**src/hdl/l4hx_pkg.sv**
```systemverilog
// Package: frame offsets, protocol codes and the summary record layout.
`timescale 1ns / 1ps
`default_nettype none

package l4hx_pkg;

  localparam int unsigned CNT_W     = 7;
  localparam int unsigned LEN_W     = CNT_W + 1;
  localparam int unsigned IN_DATA_W = 8;

  localparam logic [CNT_W-1:0] COUNT_MAX = 7'd127;

  // fixed byte offsets in the frame
  localparam logic [CNT_W-1:0] POS_ETYPE_HI = 7'd12;
  localparam logic [CNT_W-1:0] POS_ETYPE_LO = 7'd13;
  localparam logic [CNT_W-1:0] POS_IHL      = 7'd14;
  localparam logic [CNT_W-1:0] POS_PROTO    = 7'd23;
  localparam logic [CNT_W-1:0] POS_SRC_LO   = 7'd26;
  localparam logic [CNT_W-1:0] POS_SRC_HI   = 7'd29;
  localparam logic [CNT_W-1:0] POS_DST_LO   = 7'd30;
  localparam logic [CNT_W-1:0] POS_DST_HI   = 7'd33;
  localparam logic [CNT_W-1:0] POS_IP_END   = 7'd34;

  localparam logic [LEN_W-1:0] ETH_HDR_LEN = 8'd14;
  localparam logic [LEN_W-1:0] MIN_IP_END  = 8'd34;
  localparam logic [LEN_W-1:0] TCP_HDR_LEN = 8'd20;
  localparam logic [LEN_W-1:0] UDP_HDR_LEN = 8'd8;
  localparam logic [LEN_W-1:0] TCP_FLAGS_OFS = 8'd13;

  localparam logic [15:0] ETH_IPV4  = 16'h0800;
  localparam logic [7:0]  PROTO_TCP = 8'd6;
  localparam logic [7:0]  PROTO_UDP = 8'd17;
  localparam logic [3:0]  IHL_MIN   = 4'd5;

  // TCP flags byte bits
  localparam int unsigned TCP_FIN_BIT = 0;
  localparam int unsigned TCP_SYN_BIT = 1;
  localparam int unsigned TCP_ACK_BIT = 4;

  // summary record, last field in the lowest bits
  typedef struct packed {
    logic [4:0]  pad;
    logic        fin_flag;
    logic        ack_flag;
    logic        syn_flag;
    logic [15:0] dst_port;
    logic [15:0] src_port;
    logic [7:0]  proto_num;
    logic [31:0] dst_addr;
    logic [31:0] src_addr;
  } rec_t;

  localparam int unsigned OUT_DATA_W = $bits(rec_t);

endpackage

`default_nettype wire

```
**src/hdl/ipv4_l4_header_extractor_top.sv**
```systemverilog
// Top level: Ethernet/IPv4 TCP/UDP header field extractor.
//
// Takes one frame byte per word on the slave stream (tlast on the final byte)
// and, for each frame, sends one summary word on the master stream: IPv4
// addresses, protocol, transport ports and TCP SYN/ACK/FIN, with tuser set
// when the frame is IPv4 TCP or UDP and long enough to hold the whole
// transport header. Fields not reached are zero. A byte is accepted every
// cycle unless the skid register holds a summary; the byte counter and
// capture registers update in the accept cycle, and the summary is formed
// from them plus the final byte and registered. The two-entry output buffer
// (output register plus skid register) keeps tready registered and lets
// input continue while a summary waits; tready drops only when both hold a
// summary. The byte count saturates at 127, beyond every capture offset.
`timescale 1ns / 1ps
`default_nettype none

module ipv4_l4_header_extractor_top (
  input  wire logic                              clk_i,
  input  wire logic                              rst_ni,
  input  wire logic                              s_axis_tvalid_i,
  output      logic                              s_axis_tready_o,
  // [7:0] data_byte
  input  wire logic [l4hx_pkg::IN_DATA_W-1:0]    s_axis_tdata_i,
  input  wire logic                              s_axis_tlast_i,
  output      logic                              m_axis_tvalid_o,
  input  wire logic                              m_axis_tready_i,
  // [31:0] src_addr, [63:32] dst_addr, [71:64] proto_num, [87:72] src_port,
  // [103:88] dst_port, [104] syn_flag, [105] ack_flag, [106] fin_flag, rest 0
  output      logic [l4hx_pkg::OUT_DATA_W-1:0]   m_axis_tdata_o,
  // [0] valid_res
  output      logic                              m_axis_tuser_o
);

  localparam int unsigned CW = l4hx_pkg::CNT_W;
  localparam int unsigned LW = l4hx_pkg::LEN_W;

  // capture state
  logic [CW-1:0] byte_count_q, byte_count_d;
  logic [15:0]   ether_kind_q, ether_kind_d;
  logic [3:0]    header_words_q, header_words_d;
  logic [7:0]    proto_q, proto_d;
  logic [31:0]   src_addr_q, src_addr_d;
  logic [31:0]   dst_addr_q, dst_addr_d;
  logic [15:0]   src_port_q, src_port_d;
  logic [15:0]   dst_port_q, dst_port_d;
  logic [2:0]    flag_bits_q, flag_bits_d;   // bit0 FIN, bit1 SYN, bit2 ACK

  // output buffer
  logic            out_valid_q, out_valid_d;
  l4hx_pkg::rec_t  out_rec_q, out_rec_d;
  logic            out_user_q, out_user_d;
  logic            skid_valid_q, skid_valid_d;
  l4hx_pkg::rec_t  skid_rec_q, skid_rec_d;
  logic            skid_user_q, skid_user_d;

  logic            s_fire, push, pop;
  logic [CW-1:0]   pos;
  logic [7:0]      b;
  logic [LW-1:0]   pos_w, off_cur, off_new, len;
  l4hx_pkg::rec_t  rec;
  logic            rec_user;

  assign s_axis_tready_o = !skid_valid_q;
  assign s_fire          = s_axis_tvalid_i && s_axis_tready_o;
  assign push            = s_fire && s_axis_tlast_i;
  assign pop             = out_valid_q && m_axis_tready_i;

  assign pos   = byte_count_q;
  assign b     = s_axis_tdata_i;
  assign pos_w = {1'b0, pos};
  // transport offset from the IHL held before this byte
  assign off_cur = l4hx_pkg::ETH_HDR_LEN + {2'b00, header_words_q, 2'b00};

  // field capture for the current byte
  always_comb begin
    ether_kind_d   = ether_kind_q;
    header_words_d = header_words_q;
    proto_d        = proto_q;
    src_addr_d     = src_addr_q;
    dst_addr_d     = dst_addr_q;
    src_port_d     = src_port_q;
    dst_port_d     = dst_port_q;
    flag_bits_d    = flag_bits_q;

    if (pos == l4hx_pkg::POS_ETYPE_HI) begin
      ether_kind_d = {b, 8'h00};
    end else if (pos == l4hx_pkg::POS_ETYPE_LO) begin
      ether_kind_d = {ether_kind_q[15:8], b};
    end else if (pos == l4hx_pkg::POS_IHL) begin
      header_words_d = b[3:0];
    end else if (pos == l4hx_pkg::POS_PROTO) begin
      proto_d = b;
    end else if (pos >= l4hx_pkg::POS_SRC_LO && pos <= l4hx_pkg::POS_SRC_HI) begin
      src_addr_d = {src_addr_q[23:0], b};
    end else if (pos >= l4hx_pkg::POS_DST_LO && pos <= l4hx_pkg::POS_DST_HI) begin
      dst_addr_d = {dst_addr_q[23:0], b};
    end

    if (pos >= l4hx_pkg::POS_IP_END && header_words_q >= l4hx_pkg::IHL_MIN) begin
      if (pos_w == off_cur) begin
        src_port_d = {b, 8'h00};
      end else if (pos_w == off_cur + 8'd1) begin
        src_port_d = {src_port_q[15:8], b};
      end else if (pos_w == off_cur + 8'd2) begin
        dst_port_d = {b, 8'h00};
      end else if (pos_w == off_cur + 8'd3) begin
        dst_port_d = {dst_port_q[15:8], b};
      end else if (pos_w == off_cur + l4hx_pkg::TCP_FLAGS_OFS) begin
        flag_bits_d = {b[l4hx_pkg::TCP_ACK_BIT], b[l4hx_pkg::TCP_SYN_BIT],
                       b[l4hx_pkg::TCP_FIN_BIT]};
      end
    end

    byte_count_d = (byte_count_q < l4hx_pkg::COUNT_MAX) ? byte_count_q + 7'd1
                                                         : byte_count_q;
  end

  // summary record from the state including the final byte
  assign len     = pos_w + 8'd1;
  assign off_new = l4hx_pkg::ETH_HDR_LEN + {2'b00, header_words_d, 2'b00};

  always_comb begin
    rec      = '0;
    rec_user = 1'b0;
    if (ether_kind_d == l4hx_pkg::ETH_IPV4 && len >= l4hx_pkg::MIN_IP_END) begin
      rec.src_addr  = src_addr_d;
      rec.dst_addr  = dst_addr_d;
      rec.proto_num = proto_d;
      if (header_words_d >= l4hx_pkg::IHL_MIN) begin
        if (proto_d == l4hx_pkg::PROTO_TCP && len >= off_new + l4hx_pkg::TCP_HDR_LEN) begin
          rec_user     = 1'b1;
          rec.src_port = src_port_d;
          rec.dst_port = dst_port_d;
          rec.syn_flag = flag_bits_d[1];
          rec.ack_flag = flag_bits_d[2];
          rec.fin_flag = flag_bits_d[0];
        end else if (proto_d == l4hx_pkg::PROTO_UDP &&
                     len >= off_new + l4hx_pkg::UDP_HDR_LEN) begin
          rec_user     = 1'b1;
          rec.src_port = src_port_d;
          rec.dst_port = dst_port_d;
        end
      end
    end
  end

  // output register plus skid register
  always_comb begin
    out_valid_d  = out_valid_q;
    out_rec_d    = out_rec_q;
    out_user_d   = out_user_q;
    skid_valid_d = skid_valid_q;
    skid_rec_d   = skid_rec_q;
    skid_user_d  = skid_user_q;
    if (skid_valid_q) begin
      if (pop) begin
        out_rec_d    = skid_rec_q;
        out_user_d   = skid_user_q;
        skid_valid_d = 1'b0;
      end
    end else if (push) begin
      if (!out_valid_q || pop) begin
        out_valid_d = 1'b1;
        out_rec_d   = rec;
        out_user_d  = rec_user;
      end else begin
        skid_valid_d = 1'b1;
        skid_rec_d   = rec;
        skid_user_d  = rec_user;
      end
    end else if (pop) begin
      out_valid_d = 1'b0;
    end
  end

  always_ff @(posedge clk_i or negedge rst_ni) begin
    if (!rst_ni) begin
      byte_count_q   <= '0;
      ether_kind_q   <= '0;
      header_words_q <= '0;
      proto_q        <= '0;
      src_addr_q     <= '0;
      dst_addr_q     <= '0;
      src_port_q     <= '0;
      dst_port_q     <= '0;
      flag_bits_q    <= '0;
    end else if (s_fire) begin
      if (s_axis_tlast_i) begin
        // frame done: start the next one clean
        byte_count_q   <= '0;
        ether_kind_q   <= '0;
        header_words_q <= '0;
        proto_q        <= '0;
        src_addr_q     <= '0;
        dst_addr_q     <= '0;
        src_port_q     <= '0;
        dst_port_q     <= '0;
        flag_bits_q    <= '0;
      end else begin
        byte_count_q   <= byte_count_d;
        ether_kind_q   <= ether_kind_d;
        header_words_q <= header_words_d;
        proto_q        <= proto_d;
        src_addr_q     <= src_addr_d;
        dst_addr_q     <= dst_addr_d;
        src_port_q     <= src_port_d;
        dst_port_q     <= dst_port_d;
        flag_bits_q    <= flag_bits_d;
      end
    end
  end

  always_ff @(posedge clk_i or negedge rst_ni) begin
    if (!rst_ni) begin
      out_valid_q  <= 1'b0;
      skid_valid_q <= 1'b0;
    end else begin
      out_valid_q  <= out_valid_d;
      skid_valid_q <= skid_valid_d;
    end
  end

  always_ff @(posedge clk_i) begin
    out_rec_q   <= out_rec_d;
    out_user_q  <= out_user_d;
    skid_rec_q  <= skid_rec_d;
    skid_user_q <= skid_user_d;
  end

  assign m_axis_tvalid_o = out_valid_q;
  assign m_axis_tdata_o  = out_rec_q;
  assign m_axis_tuser_o  = out_user_q;

endmodule

`default_nettype wire

```
**config.mk**
```make
export PLATFORM = sky130hd
export DESIGN_NAME = ipv4_l4_header_extractor_top
export DESIGN_NICKNAME = d
export VERILOG_FILES = /design/src/hdl/l4hx_pkg.sv /design/src/hdl/ipv4_l4_header_extractor_top.sv
export SDC_FILE = /design/constraint.sdc
export NUM_CORES = 1
export LEC_CHECK = 0
export BUFFER_PORTS_ARGS = -buffer_cell sky130_fd_sc_hd__buf_2
export CORE_MARGIN = 2
export CORE_UTILIZATION = 60
export DETAILED_ROUTE_END_ITERATION = 8
export PLACE_DENSITY = 0.8
export SYNTH_ARGS = -nofsm -noshare
export SYNTH_HDL_FRONTEND = slang
export SYNTH_SLANG_ARGS = --single-unit
```
**constraint.sdc**
```tcl
create_clock -name clk_i -period 9 [get_ports clk_i]
set_clock_uncertainty 0.2 [all_clocks]
set_input_delay 0.9 -clock clk_i [delete_from_list [all_inputs] [get_ports clk_i]]
set_output_delay 0.9 -clock clk_i [all_outputs]
set_load 0.01 [all_outputs]
```
Word level (Yosys, flattened, before mapping) --
Cells that the tools add are included.
Storage, ports and cells: bits in registers 357, output and inout bits 115
Operators by class: add/sub/neg operators 10, $lt $le $gt $ge 11, equality and inequality tests 14, muxes and demuxes 68, bitwise operators 2, reduce and logical (&&, ||, !) cells 20
Operators with widths (count):
- $mux 32 | 15
- $mux 112 | 4
- $mux 16 | 10
- $mux 107 | 1
- $mux 8 | 8
- $mux 35 | 1
- $eq 7x8->1 | 4
- $mux 3 | 8
- $eq 7x4->1 const B | 3
- $add 7x1->8 const B | 2
- $add 7x2->8 const B | 2
- $add 7x4->8 const B | 2
- $eq 16x12->1 const B | 1
- $ge 8x8->1 | 2
- $mux 4 | 4
- $mux 1 | 15
- $add 4x6->7 const A | 2
- $ge 7x5->1 const B | 2
- $mux 7 | 2
- $logic_and 1x1->1 | 9
- $reduce_and 3->1 | 3
- $add 7x5->8 const B | 1
- $eq 8x3->1 const B | 1
- $eq 8x5->1 const B | 1
- other kinds (15) | 22

Logic depth before layout (Yosys ltp) --
Gate-level depths: netlist (run 1).
depth in word-level cells 15, depth in mapped cells 22, gate-level depth less buffers 18

Worst setup path before layout (run 1) --
Ideal clock, no wire load.
kind input-to-reg, start input s_axis_tvalid_i, end register out_rec_q, in the netlist m_axis_tdata_o[0] (enable), library setup time 0.610 ns, arrival time 6.843 ns, data required time 8.190 ns, path slack 1.347 ns, cell stages on the path 5, path buffers 2, path through nor2b_1 -> clkbuf_1 -> clkbuf_1 -> nand2_1 -> a21oi_1
Between the ends: longest elaborated chain between the ends 4
RTL lines:
- start, declared | RTL line ipv4_l4_header_extractor_top.sv:20 | input wire logic s_axis_tvalid_i,
- $logic_and 1x1->1 | RTL line ipv4_l4_header_extractor_top.sv:64 | assign s_fire = s_axis_tvalid_i && s_axis_tready_o;
- $logic_and 1x1->1 | RTL line ipv4_l4_header_extractor_top.sv:65 | assign push = s_fire && s_axis_tlast_i;
- $reduce_bool 2->1 (no source line)
- $reduce_and 3->1 (no source line)
- end signal, assigned | RTL line ipv4_l4_header_extractor_top.sv:224 | out_rec_q <= out_rec_d;
- end, declared | RTL line ipv4_l4_header_extractor_top.sv:50 | l4hx_pkg::rec_t out_rec_q, out_rec_d;
Every way passes these cells. A chain may end at the register's enable or synchronous reset.

==> results_dict.tcl, run 1 <==
set metrics [dict create \
    end_kind "flop" \
    synthMuxAreaShare_pct 6.619 \
    route.met2.wl_mm 17.66 \
    postRouteWirelength_mm 37.30 \
    synth.distinct_cells 65 \
    antennaDiodeCount 0 \
    cap_violations 0 \
    synth-adder-area-share_pct 1.701 \
    cts.htree.levels 2 \
    rr_startpoint "byte_count_q[1]$_DFFE_PN0P_" \
    seq_area_frac_synth_pct 61.12 \
    critPathKind "flop to flop" \
    die_area_um2 28300 \
    die_h_um 168.2 \
    nFillCells 1961 \
    clockBufferDepth 3 \
    synth_top_area_cell "edfxtp_1" \
    synth_commonest_cells "216 x edfxtp_1, 147 x nand2_1, 136 x dfrtp_1" \
    rsz0062_at_grt "false" \
    synth-simple-area-share_pct 11.02 \
    grt_max_degree 94 \
    worstPathRequired_ns 9.13 \
    min_period_ns 5.882 \
    ant_nets 0 \
    worstHoldPathType "primary input to async pin" \
    cts_resized 0 \
    yosysTopAreaCellShare_pct 40.09 \
    synth-warning-count 0 \
    dr.pass1.iters 7 \
    synthTopCellsByArea "edfxtp_1 40%, dfrtp_1 21%, mux2i_1 6.6%" \
    fin_tns_setup_ns 0 \
    worstPathArrival_ns 6.01 \
    worst_path_most_repeated_cell "ha_1" \
    grt.total_usage_pct 26.03 \
    wl_met3_mm 3.038 \
    numCtsBuffers 37 \
    final_max_slew_viol_count 0 \
    tightest_slew_ns 1.105 \
    crit_start "byte_count_q[1]$_DFFE_PN0P_" \
    cts_tree "built" \
    num_rows 60 \
    max_slew_margin_pct 26.04 \
    grt_overflow 0 \
    nets 1428 \
    synth.avg_cell_area_um2 12.30 \
    cpMaxStageDelayCell "nand4b_1" \
    drt_iter0_drc 1279 \
    start_util_pct 60.54 \
    vias 11160 \
    antenna_found_initial 0 \
    post-synth-top-count-cell "edfxtp_1" \
    cts_root_buffer "clkbuf_16" \
    irDropWorstVdd_v 0.0002749 \
    path_clk_slew_ns 0.06 \
    synth_xor_area_share_pct 0.9743 \
    synth_compound_area_share_pct 15.03 \
    dieWidth_um 168.2 \
    setup_ws_ns 3.118 \
    synthFlopType "edfxtp_1" \
    timing.fmax_ghz 0.1700 \
    finalHoldViolations 0 \
    gp_congestion 0.8783 \
    synth_seq_cells 352 \
    synthCells 1316 \
    p_leak_uw 0.007005 \
    grt_pass1_vias 10390 \
    viasPerCell 6.331 \
    synth_edf_count 216 \
    powerDensity_nw_per_um2 236.0 \
    top_layer_used "met4" \
    drc 0 \
    crit_chain "inv_1, ha_1, nor2_1, and4bb_2, mux2i_1, xnor2_1, ha_1, inv_1, or3_1, a21o_1, xnor2_1, ha_1, a2111o_1, a31oi_1, o32ai_1, nand4b_1, o31ai_1" \
    drive_gt1_share_pct 15.83 \
    postCtsHoldBufs 0 \
    clk_latency_ns 0.52 \
    met1_length_mm 15.62 \
    cpPeakStageDelay_ns 0.62 \
    setup_viol 0 \
    postCtsSetupBuffers 0 \
    cp_max_fo 16 \
    finalCritPeriodShare_pct 65.36 \
    status "finished, final reports clean" \
    portBuffers 122 \
    cts.sink_count 352 \
    grt_pass1_wl_mm 58.03 \
    io_pins 128 \
    startpoint_type "flop" \
    drt-wirelength-per-cell_um 21.17 \
    synth_top_family_by_area "compound AO/OA/AOI/OAI gates" \
    core_um2 26730 \
    syn_area_um2 16180 \
    pre_cts_slack_ns 3.139 \
    hpwl_mm 23.04 \
    syn_to_final_growth_pct 11.98 \
    async_flop_share_pct 38.64 \
]
## worst paths after layout
| kind | to | slack [ns] | cells past startpoint |
|---|---|---|---|
| setup / recovery | m_axis_tdata_o[75]$_DFFE_PP_ | 3.12 | 17 |
| hold / removal | src_port_q[5]$_DFFE_PN0P_ | 0.03 | 1 |
| setup reg to reg | m_axis_tdata_o[75]$_DFFE_PP_ | 3.12 | 17 |
| hold reg to reg | src_port_q[6]$_DFFE_PN0P_ | 0.28 | 2 |
| max in group asynchronous | ether_kind_q[1]$_DFFE_PN0P_ | 6.76 | 3 |
| min in group clk_i | src_port_q[6]$_DFFE_PN0P_ | 0.28 | 2 |
## critical path, delay by kind of cell (launching register included)
family / cells / cell delay (ns)
simple gates: 4 / 1.84
compound gates: 5 / 1.21
fa+ha+maj: 3 / 0.89
flops: 1 / 0.52
mux: 1 / 0.51
xor+xnor: 2 / 0.38
buf+inv: 2 / 0.17
## power by group
part           total (uW)  internal, uW  switching (uW)
clock network        1470           853             616
registers            2050          1960            88.1
logic                 758           230             528
## state kept, by name (all words and copies together) (netlist names)
register / flops
src_addr_q: 32
header_words_q: 4
m_axis_tdata_o: 107
src_port_q: 16
dst_addr_q: 32
skid_user_q: 1
skid_valid_q: 1
dst_port_q: 16
byte_count_q: 7
ether_kind_q: 16
m_axis_tuser_o: 1
skid_rec_q: 107
m_axis_tvalid_o: 1
flag_bits_q: 3
proto_q: 8
## layer usage
layer / up-vias / GRT usage, %
met5: - / 0
met4: 0 / 8.058
met3: 78 / 4.725
met2: 514 / 41.24
met1: 5466 / 37.12
li1: 5098 / -
## cell type report
class	count	area [um^2]	area share, %
Inverter	19	73.82	0.4074
Tap cell	341	426.7	2.355
Sequential cell	352	9893	54.60
Timing Repair Buffer	140	748.2	4.130
Multi-Input combinational cell	843	5809	32.06
Clock inverter	11	98.84	0.5455
Clock buffer	56	1069	5.897
## logic make-up (layout without fill, tap and decap cells)
kind of cell	count (synthesis)	in the layout
compound gates	307	307
other cells	2	7
fa+ha+maj	22	22
xor+xnor	18	18
simple gates	382	382
flops	352	352
buf+inv	126	226
mux	107	107
## metrics by stage
stage | util, % | total power [uW] | instances | hold slack, ns | cell area (um^2)
after detailed placement | 63.43 | 2832 | 1695 | 0.2710 | 16950
after floorplan | - | 2569 | 1321 | 0.2496 | 16200
after CTS | 67.79 | 4299 | 1762 | 0.02424 | 18120
final | 67.79 | 4277 | 1762 | 0.02768 | 18120
after global placement | 63.43 | 2808 | 1695 | 0.2637 | 16950
after global routing | 67.79 | 4453 | 1762 | 0.03359 | 18120
## cells in the final DEF, fill, tap and decap left out, types with 9 or more instances in the layout
cell | Yosys | layout
inv_1 | 18 | 18
nand2_1 | 147 | 147
a32o_1 | 17 | 17
nor4_1 | 16 | 16
mux2i_1 | 107 | 107
nor3_1 | 15 | 13
o21ai_0 | 31 | 31
clkbuf_1 | 67 | 13
dfrtp_1 | 136 | 135
ha_1 | 22 | 22
clkbuf_16 | 0 | 38
nand3_1 | 11 | 11
edfxtp_1 | 216 | 216
buf_2 | 23 | 121
o31ai_1 | 94 | 94
a22o_1 | 96 | 96
buf_4 | 8 | 19
xnor2_1 | 15 | 15
nor2b_1 | 10 | 9
nor2_1 | 127 | 126
nand3b_1 | 11 | 11
a21oi_1 | 13 | 12
Note: power is estimated with default switching activity, not from simulation.
==> run 2: changes to the inputs <==
Settings changed: CORE_UTILIZATION 60 to 54, PLACE_DENSITY 0.8 to 0.76.
Clock period 9 ns to 5.2 ns, I/O delays scaled along.
==> run 2 against run 1 <==
Core utilization down 5.4 points. Clock-buffer cell count shrank 8. Largest power group unchanged. Setup slack lost 2.9 ns. Combinational power rose by 78%. Non-clock buffer count up 16. Critical endpoint is now m_axis_tdata_o[91]$_DFFE_PP_. Flip-flop and latch count unchanged. Global-route usage fell by 2.7 points. Critical path depth rose by 1.
==> results_dict.tcl, run 2 (synthesized netlist as in run 1, its figures left out) <==
set metrics [dict create \
    reg2reg_slack_ns 0.26 \
    max_slew_margin_pct 23.68 \
    tightest_slew_ns 1.142 \
    holdPathEnd "skid_valid_q$_DFF_PN0_" \
    stdcell_area_um2 18440 \
    critPathKind "flop to flop" \
    cp_max_fo 50 \
    r2r-end "m_axis_tdata_o[91]$_DFFE_PP_" \
    die_h_um 177.1 \
    die_area_um2 31360 \
    internal_power_uw 5433 \
    finalHoldViolations 0 \
    cts.sink_count 352 \
    switchingPower_uw 2134 \
    fin_tns_setup_ns 0 \
    ant_nets 0 \
    grt_pass1_wl_mm 57.54 \
    nets 1444 \
    rsz0062_at_grt "false" \
    drt_iter0_drc 1140 \
    numCtsBuffers 37 \
    grt_overflow 0 \
    cts_tree "built" \
    antenna_found_initial 0 \
    powerDensity_nw_per_um2 410.3 \
    cap_violations 0 \
    end_kind "flop" \
    vias 11130 \
    startpoint_type "flop" \
    num_rows 63 \
    postCtsSetupBuffers 0 \
    timing.fmax_ghz 0.2026 \
    antennaDiodeCount 0 \
    drive_gt1_share_pct 17.05 \
    hpwl_mm 22.90 \
    multiInputGateArea_um2 5816 \
    combinationalPowerShare_pct 17.8 \
    portBuffers 122 \
    ff_latch_area_um2 9893 \
    worstHoldPathType "primary input to flop" \
    layout_common_cells "216 x edfxtp_1, 147 x nand2_1, 135 x dfrtp_1" \
    grt_max_degree 111 \
    viasPerCell 6.091 \
    rr_worst_depth 18 \
    drc 0 \
    hold_start "s_axis_tvalid_i" \
    irDropWorstVdd_v 0.0005396 \
    power.total_uw 7566 \
    status "finished, final reports clean" \
    dr.pass1.iters 7 \
    clk_latency_ns 0.52 \
    power_frac_clock_pct 35.6 \
    p_leak_uw 0.007149 \
    placed_area_um2 17160 \
    grt.total_usage_pct 23.33 \
    p_sw_share_pct 28.20 \
    min_period_ns 4.936 \
    final_max_slew_viol_count 0 \
    pwr-share-seq_pct 46.6 \
    drt-wirelength-per-cell_um 20.09 \
    cts_root_buffer "clkbuf_16" \
    rr_startpoint "byte_count_q[0]$_DFFE_PN0P_" \
    worstPathArrival_ns 4.96 \
    cts.htree.levels 2 \
    nFillCells 2306 \
    dieWidth_um 177.1 \
    crit_start "byte_count_q[0]$_DFFE_PN0P_" \
    final_common_cell "edfxtp_1" \
    clockBufferDepth 3 \
    grt_pass1_vias 10340 \
    syn_to_final_growth_pct 13.97 \
    io_pins 128 \
    finalCritPeriodShare_pct 94.93 \
    postRouteWirelength_mm 36.70 \
    path_clk_slew_ns 0.06 \
    worstPathRequired_ns 5.23 \
    start_util_pct 54.74 \
    core_um2 29560 \
    setup_viol 0 \
    min_path_cells 3 \
    gp_congestion 0.8865 \
]
==> run 2: worst max path at each step <==
stage | to | slack, ns | depth (start not counted)
2_1_floorplan | skid_rec_q[83]$_DFFE_PP_ | 0.07 | 21
3_3_place_gp | m_axis_tdata_o[90]$_DFFE_PP_ | 0.29 | 18
3_5_place_dp | m_axis_tdata_o[90]$_DFFE_PP_ | 0.18 | 18
4_1_cts | m_axis_tdata_o[94]$_DFFE_PP_ | 0.20 | 18
5_1_grt | m_axis_tdata_o[91]$_DFFE_PP_ | 0.04 | 18
6_report | m_axis_tdata_o[91]$_DFFE_PP_ | 0.26 | 18
==> run 2: cell type report <==
type,count,share of cell area (%)
sequential,352,53.65
multi-input combinational,843,31.54
clock buffer,48,5.638
timing repair buffer,156,5.007
tap,390,2.646
clock inverter,19,1.126
inverter,19,0.4003
==> run 2: routing by layer <==
layer	share of wire, %	track usage (%)
met1	45	34.07
met2	47	36.74
met3	6.8	3.565
met4	2.0	6.095
met5	0	0
==> run 2: power by group through the flow <==
stage	combinational, uW	sequential (uW)	clock, uW
2_1_floorplan	741	3680	0
3_3_place_gp	1320	3580	0
3_5_place_dp	1350	3580	0
4_1_cts	1360	3530	2720
5_1_grt	1480	3560	2830
6_report	1350	3530	2690
==> run 2: stage by stage <==
step / setup WS [ns] / hold slack, ns / utilization (%) / std cells
6_report: 0.2636 / 0.1547 / 62.39 / 1827
5_1_grt: 0.04127 / 0.1854 / 62.39 / 1827
4_1_cts: 0.1976 / 0.1509 / 62.35 / 1827
3_5_place_dp: 0.1825 / 0.2709 / 58.06 / 1758
3_3_place_gp: 0.2868 / 0.2628 / 58.06 / 1758
2_1_floorplan: 0.07237 / 0.02441 / - / 1321
==> run 2: critical path, stage by stage, from the launching register on <==
cell,delay [ns]
dfrtp_1,0.45
inv_1,0.12
ha_1,0.31
nor2_1,0.18
and4bb_4,0.34
mux2i_1,0.29
xnor2_1,0.21
ha_1,0.20
inv_1,0.04
or3_1,0.36
a21o_1,0.17
xnor2_1,0.12
ha_1,0.31
a2111o_1,0.37
a31oi_1,0.24
o32ai_2,0.17
nand3b_1,0.18
buf_12,0.26
o31ai_1,0.13
==> run 2: what timing repair did <==
item / in CTS / in global routing
endpoints found under the hold margin: 64 / 0
hold buffers: 2 / 0
resized for setup: 0 / 2
endpoints found under the setup margin: 0 / 3
==> run 3: changes to the inputs <==
--- a/config.mk
+++ b/config.mk
@@ -9,4 +9,5 @@
 export CORE_MARGIN = 2
 export CORE_UTILIZATION = 54
+export CTS_CLUSTER_SIZE = 40
 export DETAILED_ROUTE_END_ITERATION = 8
 export PLACE_DENSITY = 0.76
==> constraint.sdc (replaced) <==
create_clock -name clk_i -period 5.2 [get_ports clk_i]
set_clock_uncertainty 0.2 [all_clocks]
set_input_delay 0.26 -clock clk_i [delete_from_list [all_inputs] [get_ports clk_i]]
set_output_delay 0.26 -clock clk_i [all_outputs]
set_load 0.01 [all_outputs]
==> run 3 against run 2 <==
Combinational power is essentially flat. Total power shrank 2.0%. Cell count is essentially flat. Cell area shrank 0.50%. Die area is the same. Clock power shrank 6%. Setup slack lost 0.040 ns. Highest routed layer unchanged. Hold slack lost 0.11 ns. Fmax shrank 0.80%. Sequential share of layout area grew 0.28 points.
==> results_dict.tcl, run 3 (synthesized netlist as in run 1, its figures left out) <==
set metrics [dict create \
    grt_pass1_wl_mm 57.79 \
    drt-wirelength-per-cell_um 20.15 \
    end_kind "flop" \
    critPathKind "flop to flop" \
    stdcell_area_um2 18350 \
    pwr-share-seq_pct 47.9 \
    setup_viol 0 \
    viasPerCell 6.013 \
    grt.total_usage_pct 23.53 \
    layout_common_cells "216 x edfxtp_1, 147 x nand2_1, 133 x dfrtp_1" \
    finalHoldViolations 0 \
    clockBufferDepth 3 \
    status "finished, final reports clean" \
    dieWidth_um 177.1 \
    ant_nets 0 \
    power.total_uw 7412 \
    cts_root_buffer "clkbuf_16" \
    p_sw_share_pct 29.01 \
    placed_area_um2 17140 \
    cp_max_fo 50 \
    gp_congestion 0.8975 \
    antennaDiodeCount 0 \
    worstPathArrival_ns 5.03 \
    core_um2 29560 \
    p_leak_uw 0.007103 \
    worstHoldPathType "primary input to flop" \
    grt_overflow 0 \
    dr.pass1.iters 5 \
    nets 1444 \
    die_area_um2 31360 \
    path_clk_slew_ns 0.06 \
    max_slew_margin_pct 25.14 \
    power_frac_clock_pct 34.1 \
    drive_gt1_share_pct 17.04 \
    min_period_ns 4.976 \
    num_rows 63 \
    fin_tns_setup_ns 0 \
    grt_pass1_vias 10350 \
    antenna_found_initial 0 \
    portBuffers 122 \
    cap_violations 0 \
    io_pins 128 \
    grt_max_degree 118 \
    hpwl_mm 22.90 \
    tightest_slew_ns 1.118 \
    numCtsBuffers 37 \
    drc 0 \
    internal_power_uw 5262 \
    startpoint_type "flop" \
    drt_iter0_drc 1071 \
    syn_to_final_growth_pct 13.41 \
    finalCritPeriodShare_pct 95.70 \
    postCtsSetupBuffers 0 \
    timing.fmax_ghz 0.2010 \
    die_h_um 177.1 \
    cts.htree.levels 2 \
    irDropWorstVdd_v 0.0005397 \
    final_max_slew_viol_count 0 \
    switchingPower_uw 2150 \
    postRouteWirelength_mm 36.83 \
    powerDensity_nw_per_um2 403.9 \
    worstPathRequired_ns 5.25 \
    start_util_pct 54.74 \
    cts.sink_count 352 \
    final_common_cell "edfxtp_1" \
    vias 10990 \
    combinationalPowerShare_pct 18.0 \
    cts_tree "built" \
    clk_latency_ns 0.53 \
]
==> run 3: timing repair <==
| action | CTS | global route |
|---|---|---|
| resized for setup | 0 | 4 |
| endpoints found under the setup margin | 0 | 69 |
| hold endpoints to repair | 63 | 0 |
| hold buffers | 3 | 0 |
==> run 3: metrics by stage <==
step                hold slack [ns]  setup slack, ns  std cells  utilization (%)
detailed placement           0.2279          0.01171       1757            57.99
global route                0.04899        -0.001549       1828            62.08
finish                      0.04217           0.2237       1828            62.08
global placement             0.2172           0.2893       1757            57.99
floorplan                   -0.2356          0.07237       1321                -
CTS                         0.02612          0.03652       1828            62.03
==> run 3: worst max-delay path: stages, from the launching register on <==
cell	delay, ns
dfrtp_2	0.47
inv_1	0.09
ha_1	0.29
nor2_1	0.19
and4bb_4	0.34
mux2i_1	0.29
xnor2_1	0.21
ha_1	0.22
inv_1	0.06
or3_1	0.37
a21o_1	0.17
xnor2_1	0.12
ha_1	0.30
a2111o_1	0.36
a31oi_1	0.25
o32ai_2	0.17
nand3b_1	0.17
buf_12	0.25
o31ai_1	0.13
==> run 3: area by class of cell <==
cell class                 instances  area, um^2
fill                            2320       11210
sequential                       352        9896
multi-input combinational        843        5816
clock buffer                      57        1081
timing repair buffer             156       913.4
tap                              390       488.0
clock inverter                    11       82.58
inverter                          19       73.82
==> run 3: final timing paths <==
| kind | depth (start not counted) | endpoint | slack, ns | from |
|---|---|---|---|---|
| min in group asynchronous | 2 | header_words_q[3]$_DFFE_PN0P_ | 0.18 | rst_ni |
| setup / recovery | 18 | m_axis_tdata_o[88]$_DFFE_PP_ | 0.22 | byte_count_q[1]$_DFFE_PN0P_ |
| hold reg to reg | 2 | src_port_q[4]$_DFFE_PN0P_ | 0.29 | src_port_q[4]$_DFFE_PN0P_ |
| max in group asynchronous | 3 | dst_port_q[14]$_DFFE_PN0P_ | 3.51 | rst_ni |
| setup reg to reg | 18 | m_axis_tdata_o[88]$_DFFE_PP_ | 0.22 | byte_count_q[1]$_DFFE_PN0P_ |
| hold / removal | 2 | dst_port_q[6]$_DFFE_PN0P_ | 0.04 | s_axis_tdata_i[6] |
==> run 3: power by group through the flow <==
| stage | combinational (uW) | sequential (uW) | clock [uW] |
|---|---|---|---|
| after floorplan | 741 | 3680 | 0 |
| after global placement | 1290 | 3600 | 0 |
| after detailed placement | 1330 | 3600 | 0 |
| after CTS | 1340 | 3550 | 2560 |
| after global routing | 1480 | 3580 | 2680 |
| final | 1340 | 3550 | 2520 |
==> run 3: layer usage <==
metal  up-vias  wire (um)  share of wire (%)  track usage, %
met1      5377      16260                 44           34.97
met4         0        920                2.5           6.887
met3        69       2586                7.0           3.716
met5         -          0                  0               0
met2       417      17060                 46           35.96
li1       5129          -                  -               -
